**src/jhe_pkg.sv**
```systemverilog
// jhe_pkg: shared types and constants for the json html/js escaper
// no dependencies; used by jhe_front, jhe_queue, jhe_back and the top level
package jhe_pkg;

   // bytes of one expanded job: two held prefix bytes plus a six-byte escape
   localparam int JOB_BYTES = 8;
   localparam int JOB_CNT_W = 4;
   localparam int JOB_IDX_W = 3;

   // default depth of the job queue between front and back
   localparam int QUEUE_DEPTH = 4;

   // configuration register indexes
   localparam int CSR_INDEX_W = 1;
   localparam int CSR_DATA_W  = 1;
   localparam logic [CSR_INDEX_W-1:0] CSR_HTML_ENABLE = 1'd0;
   localparam logic [CSR_INDEX_W-1:0] CSR_JS_ENABLE   = 1'd1;

   // held utf-8 prefix
   typedef enum logic [2:0] {
      HELD_NONE  = 3'b001,
      HELD_E2    = 3'b010,
      HELD_E2_80 = 3'b100
   } held_type;

   typedef struct packed {
      logic [7:0] in_byte;
      logic       in_final;
   } req_type;

   typedef struct packed {
      logic [7:0] out_byte;
      logic       run_end;
      logic       string_end;
      logic       changed;
   } rsp_type;

   // one input item expanded into its output bytes
   typedef struct packed {
      logic [JOB_BYTES-1:0][7:0] data;
      logic [JOB_CNT_W-1:0]      count;
      logic                      fin;
      logic                      changed;
   } job_type;

   typedef struct packed {
      held_type held;
      logic     any_escaped;
   } front_status_type;

endpackage

```
**src/json_html_js_escaper_core.sv**
```systemverilog
// json_html_js_escaper_core: top level of the json string escaper for html/js embedding
// depends on jhe_pkg, jhe_front, jhe_queue, jhe_back
//
//   channel   ports                           direction  handshake
//   request   push, full, req_item            in         accepted on push && !full
//   response  empty, pop, rsp_item            out        accepted on pop && !empty
//   csr       csr_wr_en, csr_index, csr_wdata in         written on csr_wr_en
//
// an item is accepted in the cycle it is offered unless the job queue is full;
// the front expands it in that same cycle into 0 to 8 output bytes
// the back sends one output byte per cycle while pop is held, so plain bytes flow at
// one item per cycle; an escape yields six bytes (eight with a broken prefix)
// full rises only once QueueDepth expanded items are waiting on the output
// reset is synchronous: queue empty, nothing held, both escapes enabled
module json_html_js_escaper_core #(
   parameter int QueueDepth = jhe_pkg::QUEUE_DEPTH
) (
   input  logic                               clock,
   input  logic                               reset,
   input  logic                               push,
   output logic                               full,
   input  jhe_pkg::req_type                   req_item,
   output logic                               empty,
   input  logic                               pop,
   output jhe_pkg::rsp_type                   rsp_item,
   input  logic                               csr_wr_en,
   input  logic [jhe_pkg::CSR_INDEX_W-1:0]    csr_index,
   input  logic [jhe_pkg::CSR_DATA_W-1:0]     csr_wdata
);

   localparam int LevelW = $clog2(QueueDepth + 1);

   // configuration registers
   logic html_enable_ff, html_enable_in;
   logic js_enable_ff, js_enable_in;

   logic                      accept;
   logic                      job_push;
   jhe_pkg::job_type          front_job;
   jhe_pkg::front_status_type front_status;
   jhe_pkg::job_type          head_job;
   logic                      head_valid;
   logic                      head_pop;
   logic [LevelW-1:0]         q_level;

   always_comb begin
      html_enable_in = html_enable_ff;
      js_enable_in   = js_enable_ff;
      if (csr_wr_en) begin
         unique case (csr_index)
            jhe_pkg::CSR_HTML_ENABLE: html_enable_in = csr_wdata[0];
            jhe_pkg::CSR_JS_ENABLE:   js_enable_in   = csr_wdata[0];
            default: begin
            end
         endcase
      end
   end

   always_ff @(posedge clock) begin
      if (reset) begin
         html_enable_ff <= 1'b1;
         js_enable_ff   <= 1'b1;
      end else begin
         html_enable_ff <= html_enable_in;
         js_enable_ff   <= js_enable_in;
      end
   end

   // front takes an item whenever the queue has room
   assign accept = push && !full;

   jhe_front u_front (
      .clock       (clock),
      .reset       (reset),
      .html_enable (html_enable_ff),
      .js_enable   (js_enable_ff),
      .accept      (accept),
      .req_item    (req_item),
      .job_push    (job_push),
      .job         (front_job),
      .status      (front_status)
   );

   // expanded items wait here; items with no output bytes never enter
   jhe_queue #(
      .Depth (QueueDepth)
   ) u_queue (
      .clock      (clock),
      .reset      (reset),
      .push       (job_push),
      .push_job   (front_job),
      .pop        (head_pop),
      .head_job   (head_job),
      .head_valid (head_valid),
      .full       (full),
      .level      (q_level)
   );

   // back serializes the head job, releasing it on its last byte
   jhe_back u_back (
      .clock      (clock),
      .reset      (reset),
      .head_job   (head_job),
      .head_valid (head_valid),
      .head_pop   (head_pop),
      .pop        (pop),
      .empty      (empty),
      .rsp_item   (rsp_item)
   );

   // queue occupancy stays within its depth
   a_level_bound: assert property (@(posedge clock) disable iff (reset)
      q_level <= LevelW'(QueueDepth))
      else $error("job queue level exceeds depth");

   // a string end always closes the run of its item
   a_end_is_last: assert property (@(posedge clock) disable iff (reset)
      (!empty && rsp_item.string_end) |-> rsp_item.run_end)
      else $error("string_end without run_end");

   // changed only shows on the string end
   a_changed_at_end: assert property (@(posedge clock) disable iff (reset)
      (!empty && rsp_item.changed) |-> rsp_item.string_end)
      else $error("changed outside string end");

   // a final byte leaves nothing held and the escape flag cleared
   a_final_clears: assert property (@(posedge clock) disable iff (reset)
      (accept && req_item.in_final) |=>
      (front_status.held == jhe_pkg::HELD_NONE && !front_status.any_escaped))
      else $error("state not cleared after final byte");

endmodule

```
**src/jhe_front.sv**
```systemverilog
// jhe_front: accepts input items, tracks the held prefix and expands each item into a job
// depends on jhe_pkg
module jhe_front (
   input  logic                      clock,
   input  logic                      reset,
   input  logic                      html_enable,
   input  logic                      js_enable,
   input  logic                      accept,
   input  jhe_pkg::req_type          req_item,
   output logic                      job_push,
   output jhe_pkg::job_type          job,
   output jhe_pkg::front_status_type status
);

   localparam logic [7:0] B_E2     = 8'hE2;
   localparam logic [7:0] B_80     = 8'h80;
   localparam logic [7:0] B_A8     = 8'hA8;
   localparam logic [7:0] B_A9     = 8'hA9;
   localparam logic [7:0] B_LT     = 8'h3C;
   localparam logic [7:0] B_GT     = 8'h3E;
   localparam logic [7:0] B_AMP    = 8'h26;
   localparam logic [7:0] B_BSLASH = 8'h5C;
   localparam logic [7:0] B_U      = 8'h75;
   localparam logic [7:0] D_0      = 8'h30;
   localparam logic [7:0] D_2      = 8'h32;
   localparam logic [7:0] D_3      = 8'h33;
   localparam logic [7:0] D_6      = 8'h36;
   localparam logic [7:0] D_8      = 8'h38;
   localparam logic [7:0] D_9      = 8'h39;
   localparam logic [7:0] D_C      = 8'h63;
   localparam logic [7:0] D_E      = 8'h65;

   jhe_pkg::held_type held_ff, held_in, held_mid;
   logic              any_ff, any_in;

   logic [7:0] c;
   logic       fin;
   logic       esc;
   logic       literal;
   logic [7:0] d0, d1, d2, d3;
   logic [jhe_pkg::JOB_BYTES-1:0][7:0] data;
   logic [jhe_pkg::JOB_CNT_W-1:0]      n;

   assign c   = req_item.in_byte;
   assign fin = req_item.in_final;

   // classify the byte against the held prefix
   always_comb begin
      held_mid = held_ff;
      esc      = 1'b0;
      literal  = 1'b0;
      d0 = D_0;
      d1 = D_0;
      d2 = D_2;
      d3 = D_6;
      data = '0;
      n    = '0;
      if (held_ff == jhe_pkg::HELD_E2 && js_enable && c == B_80) begin
         held_mid = jhe_pkg::HELD_E2_80;
      end else if (held_ff == jhe_pkg::HELD_E2_80 && js_enable &&
                   (c == B_A8 || c == B_A9)) begin
         held_mid = jhe_pkg::HELD_NONE;
         esc = 1'b1;
         d0 = D_2;
         d1 = D_0;
         d2 = D_2;
         d3 = (c == B_A8) ? D_8 : D_9;
      end else begin
         // broken or no sequence: held bytes go out as literals
         if (held_ff == jhe_pkg::HELD_E2 || held_ff == jhe_pkg::HELD_E2_80) begin
            data[n[jhe_pkg::JOB_IDX_W-1:0]] = B_E2;
            n = n + 1'b1;
         end
         if (held_ff == jhe_pkg::HELD_E2_80) begin
            data[n[jhe_pkg::JOB_IDX_W-1:0]] = B_80;
            n = n + 1'b1;
         end
         held_mid = jhe_pkg::HELD_NONE;
         if (html_enable && c == B_LT) begin
            esc = 1'b1;
            d2 = D_3;
            d3 = D_C;
         end else if (html_enable && c == B_GT) begin
            esc = 1'b1;
            d2 = D_3;
            d3 = D_E;
         end else if (html_enable && c == B_AMP) begin
            esc = 1'b1;
         end else if (js_enable && c == B_E2) begin
            held_mid = jhe_pkg::HELD_E2;
         end else begin
            literal = 1'b1;
         end
      end
      if (esc) begin
         data[n[jhe_pkg::JOB_IDX_W-1:0]] = B_BSLASH;
         n = n + 1'b1;
         data[n[jhe_pkg::JOB_IDX_W-1:0]] = B_U;
         n = n + 1'b1;
         data[n[jhe_pkg::JOB_IDX_W-1:0]] = d0;
         n = n + 1'b1;
         data[n[jhe_pkg::JOB_IDX_W-1:0]] = d1;
         n = n + 1'b1;
         data[n[jhe_pkg::JOB_IDX_W-1:0]] = d2;
         n = n + 1'b1;
         data[n[jhe_pkg::JOB_IDX_W-1:0]] = d3;
         n = n + 1'b1;
      end
      if (literal) begin
         data[n[jhe_pkg::JOB_IDX_W-1:0]] = c;
         n = n + 1'b1;
      end
      // end of string flushes whatever is still held
      if (fin && (held_mid == jhe_pkg::HELD_E2 || held_mid == jhe_pkg::HELD_E2_80)) begin
         data[n[jhe_pkg::JOB_IDX_W-1:0]] = B_E2;
         n = n + 1'b1;
      end
      if (fin && held_mid == jhe_pkg::HELD_E2_80) begin
         data[n[jhe_pkg::JOB_IDX_W-1:0]] = B_80;
         n = n + 1'b1;
      end
   end

   always_comb begin
      held_in = held_ff;
      any_in  = any_ff;
      if (accept) begin
         held_in = fin ? jhe_pkg::HELD_NONE : held_mid;
         any_in  = fin ? 1'b0 : (any_ff | esc);
      end
   end

   always_ff @(posedge clock) begin
      if (reset) begin
         held_ff <= jhe_pkg::HELD_NONE;
         any_ff  <= 1'b0;
      end else begin
         held_ff <= held_in;
         any_ff  <= any_in;
      end
   end

   assign job.data    = data;
   assign job.count   = n;
   assign job.fin     = fin;
   assign job.changed = any_ff | esc;
   assign job_push    = accept && (n != '0);

   assign status.held        = held_ff;
   assign status.any_escaped = any_ff;

endmodule

```
**src/jhe_queue.sv**
```systemverilog
// jhe_queue: short job queue between the front and the back
// depends on jhe_pkg for the job type
module jhe_queue #(
   parameter int Depth = jhe_pkg::QUEUE_DEPTH
) (
   input  logic                      clock,
   input  logic                      reset,
   input  logic                      push,
   input  jhe_pkg::job_type          push_job,
   input  logic                      pop,
   output jhe_pkg::job_type          head_job,
   output logic                      head_valid,
   output logic                      full,
   output logic [$clog2(Depth+1)-1:0] level
);

   localparam int PtrW   = (Depth > 1) ? $clog2(Depth) : 1;
   localparam int LevelW = $clog2(Depth + 1);
   localparam logic [PtrW-1:0]   PtrLast = PtrW'(Depth - 1);
   localparam logic [LevelW-1:0] LevelFull = LevelW'(Depth);

   jhe_pkg::job_type mem_ff [Depth];
   logic [PtrW-1:0]   wr_ptr_ff, wr_ptr_in;
   logic [PtrW-1:0]   rd_ptr_ff, rd_ptr_in;
   logic [LevelW-1:0] level_ff, level_in;
   logic              do_push, do_pop;

   assign do_push = push && (level_ff != LevelFull);
   assign do_pop  = pop && (level_ff != '0);

   always_comb begin
      wr_ptr_in = wr_ptr_ff;
      rd_ptr_in = rd_ptr_ff;
      level_in  = level_ff;
      if (do_push) begin
         wr_ptr_in = (wr_ptr_ff == PtrLast) ? '0 : wr_ptr_ff + 1'b1;
      end
      if (do_pop) begin
         rd_ptr_in = (rd_ptr_ff == PtrLast) ? '0 : rd_ptr_ff + 1'b1;
      end
      if (do_push && !do_pop) begin
         level_in = level_ff + 1'b1;
      end else if (do_pop && !do_push) begin
         level_in = level_ff - 1'b1;
      end
   end

   always_ff @(posedge clock) begin
      if (reset) begin
         wr_ptr_ff <= '0;
         rd_ptr_ff <= '0;
         level_ff  <= '0;
      end else begin
         wr_ptr_ff <= wr_ptr_in;
         rd_ptr_ff <= rd_ptr_in;
         level_ff  <= level_in;
      end
   end

   always_ff @(posedge clock) begin
      if (do_push) begin
         mem_ff[wr_ptr_ff] <= push_job;
      end
   end

   assign head_job   = mem_ff[rd_ptr_ff];
   assign head_valid = (level_ff != '0);
   assign full       = (level_ff == LevelFull);
   assign level      = level_ff;

endmodule

```
**src/jhe_back.sv**
```systemverilog
// jhe_back: walks the head job byte by byte onto the result channel
// depends on jhe_pkg
module jhe_back (
   input  logic             clock,
   input  logic             reset,
   input  jhe_pkg::job_type head_job,
   input  logic             head_valid,
   output logic             head_pop,
   input  logic             pop,
   output logic             empty,
   output jhe_pkg::rsp_type rsp_item
);

   logic [jhe_pkg::JOB_IDX_W-1:0] idx_ff, idx_in;
   logic                          last;
   logic                          take;

   assign last = ({1'b0, idx_ff} + 1'b1) == head_job.count;
   assign take = pop && head_valid;

   always_comb begin
      idx_in = idx_ff;
      if (take) begin
         idx_in = last ? '0 : idx_ff + 1'b1;
      end
   end

   always_ff @(posedge clock) begin
      if (reset) begin
         idx_ff <= '0;
      end else begin
         idx_ff <= idx_in;
      end
   end

   assign head_pop = take && last;
   assign empty    = !head_valid;

   assign rsp_item.out_byte   = head_job.data[idx_ff];
   assign rsp_item.run_end    = last;
   assign rsp_item.string_end = last && head_job.fin;
   assign rsp_item.changed    = last && head_job.fin && head_job.changed;

endmodule
```
**config.mk**
```make
export PLATFORM = sky130hd
export DESIGN_NAME = json_html_js_escaper_core
export DESIGN_NICKNAME = d
export VERILOG_FILES = /design/src/jhe_pkg.sv /design/src/json_html_js_escaper_core.sv /design/src/jhe_front.sv /design/src/jhe_queue.sv /design/src/jhe_back.sv
export SDC_FILE = /design/constraint.sdc
export NUM_CORES = 1
export LEC_CHECK = 0
export BUFFER_PORTS_ARGS = -buffer_cell sky130_fd_sc_hd__clkbuf_2
export CAP_MARGIN = 20
export CORE_AREA = 2 2 186 188
export CTS_BUF_LIST = sky130_fd_sc_hd__clkbuf_8
export CTS_CLUSTER_SIZE = 16
export DETAILED_ROUTE_END_ITERATION = 10
export DIE_AREA = 0 0 188 190
export PLACE_DENSITY = 0.66
export SYNTH_ARGS = -nofsm -noshare
export SYNTH_HDL_FRONTEND = slang
export SYNTH_SLANG_ARGS = --single-unit
```
**constraint.sdc**
```tcl
create_clock -name clock -period 15.05 [get_ports clock]
set_input_delay 1.505 -clock clock [delete_from_list [all_inputs] [get_ports clock]]
set_output_delay 1.505 -clock clock [all_outputs]
set_load 0.01 [all_outputs]
```
==> results.cfg <==
[clock_tree]
ctsResizeCount = 0
holdBufCountCts = 0
post-cts-setup-buffers = 0
cts_buffer_depth = 3
clk_pin_slew_ns = 0.06
insertion_delay_ns = 0.54
cts_root_buf = clkbuf_8
numCtsBuffers = 45
cts_tree = built
cts.sinks = 298
h-tree-depth = 2

[logic_synthesis]
ys_types = 78
synth-seq-cells = 298
synthDominantCellAreaShare_pct = 63.2
ys_warn_count = 0
postSynth.asyncResetShare_pct = 0
synth_area_leader_cell = edfxtp_1
synth_area_leaders = edfxtp_1 (63%), mux4_2 (15%), dfxtp_1 (2.7%)
synth-main-ff-cell = edfxtp_1
netlist_area_mm2 = 0.0133
synth_edf_count = 280
synthCells = 791
ys_seq_area_share_pct = 65.9
avgSynthCellArea_um2 = 16.8

[power_and_ir_drop]
irDropWorstVdd_mv = 0.0996
power.density_mw_per_mm2 = 133
p_leak_nw = 4.86
power_mw = 1.96

[route]
drt_pre_antenna_iters = 7
drc = 0
drt_wl_total_um = 29000
drtIter0Drc = 717
via_per_inst = 5.52
wl_per_cell_um = 21.8
vias = 7358
ant_nets = 0

[grt]
track_usage_pct = 16.5
antenna_found_initial = 0
grt_pass1_vias = 7551
grt_overflow = 0
grt_pass1_wl_um = 44900
grt_max_degree = 60

[run]
cap_viol_max_count = 0

[timing]
holdWs_ns = 0.511
rsz0062_at_grt = false
finalSetupViolCount = 0
period_share_pct = 45.9
max_freq_mhz = 145
layout_setup_ws_ns = 8.14
finalHoldViolations = 0
tightest_slew_ns = 0.943
slew_viol_final = 0
skew_ns = 0.0177
fin_crit_ns = 6.91
fin_tns_setup_ns = 0
relSlewSlack_pct = 36.6

[floorplan]
dieWidth_um = 188
die_y_um = 190
die_area_mm2 = 0.0357
num_rows = 68
initial_core_util_pct = 39.2
core_area_mm2 = 0.0339
ios = 29

[layout]
final_cells = 1333
design_area_mm2 = 0.0148
nets = 883
most-common-layout-cells = edfxtp_1 (280), mux4_2 (86), clkbuf_8 (50), nor2_1 (48), nand2_1 (43)
diodes = 0
drive_gt1_share_pct = 24.9
syn2layout_area_growth_pct = 11.0
final_common_cell = edfxtp_1
final_util_pct = 43.5

[placement]
place_area_mm2 = 0.0140
dp_hpwl_um = 18600
gp_congestion = 0.915
placed_cells = 1252
port_buffers = 28
post-place-ws_ns = 7.60

[hold_path]
timing.hold.worst.start = u_queue.level[2]
min_to = u_queue.level[2]
holdCritPathClass = reg2reg
holdPathStages = 2

[worst_setup_path]
r2r-end = u_queue.mem_ff[1][50]
reg2reg_setup_slack_ns = 9.08
required_ns = 15.21
criticalPathCategory = in2reg
r2r_cells = 20
worstSetupStartpointType = input port
cp_data_arrival_time_ns = 7.07
crit_fanout = 55
end_kind = flip-flop
r2r-start = u_front.held_ff[1]

[outcome]
status = finished clean
## worst max path at each step
stage / start / endpoint / cells after the start
after global routing: req_item[1] / u_queue.mem_ff[0][4] / 21
after CTS: req_item[1] / u_queue.mem_ff[1][44] / 21
after global placement: req_item[2] / u_queue.mem_ff[2][40] / 20
after floorplan: req_item[1] / u_queue.mem_ff[0][0] / 21
after detailed placement: req_item[1] / u_queue.mem_ff[0][4] / 21
final: req_item[1] / u_queue.mem_ff[1][50] / 21
## cells by family (layout without fill, tap and decap cells)
kind of cell / after synthesis / after routing / share of synthesized area, %
compound gates: 115 / 115 / 6.02
xor+xnor: 14 / 14 / 0.921
simple gates: 179 / 179 / 7.15
other cells: 1 / 12 / 0.0282
mux: 101 / 101 / 15.8
buf+inv: 60 / 136 / 2.01
fa+ha+maj: 23 / 23 / 2.22
flops: 298 / 298 / 65.9
## worst max-delay path: stages
cell and delay [ns]:
clkbuf_2 0.19, nor4_1 0.54, a31oi_1 0.15, buf_4 0.23
ha_1 0.67, xnor2_1 0.22, and2_4 0.19, a21oi_1 0.04
ha_1 0.29, nand3_1 0.14, a31oi_2 0.24, ha_1 0.31
o2bb2ai_1 0.18, nor2_1 0.20, inv_1 0.07, ha_1 0.29
and2_1 0.14, o21ai_0 0.13, nand3_2 0.21, and2_4 0.35
buf_4 0.73
## Yosys cell counts, types with 10 or more instances
cell type	number
edfxtp_1	280
mux4_2	86
nor2_1	48
nand2_1	43
a21oi_1	36
clkbuf_1	23
ha_1	22
dfxtp_1	18
o21ai_0	16
and2_1	12
buf_2	12
inv_1	12
nand3_1	11
xnor2_1	10
## registers in the layout, indices dropped and copies added, names as in the netlist, named ones only
signal             count
u_back.idx_ff          3
u_front.any_ff         1
html_enable_ff         1
js_enable_ff           1
u_queue.rd_ptr_ff      2
u_front.held_ff        3
u_queue.level          3
u_queue.mem_ff       280
u_queue.wr_ptr_ff      2
## final cells by class
class | instances | area (µm²)
multi-input cells | 444 | 4330
repair buffers | 40 | 230
inverters | 15 | 57.6
clock buffers | 50 | 688
flip-flops and latches | 298 | 8780
fillers | 2988 | 19200
well taps | 455 | 569
clock inverters | 31 | 125
## power by group
part           switching (mW)  internal (mW)
registers              0.0310          0.997
logic                   0.178          0.160
clock network           0.289          0.304
total                   0.498           1.46
## layer usage
metal | track usage [%] | vias up | wire length [µm]
met1 | 22.2 | 3770 | 12600
met2 | 27.3 | 250 | 14100
met4 | 5.54 | 0 | 733
met3 | 2.77 | 51 | 1570
met5 | 0 | - | 0
li1 | - | 3287 | -
(Power assumes the default switching activity.)
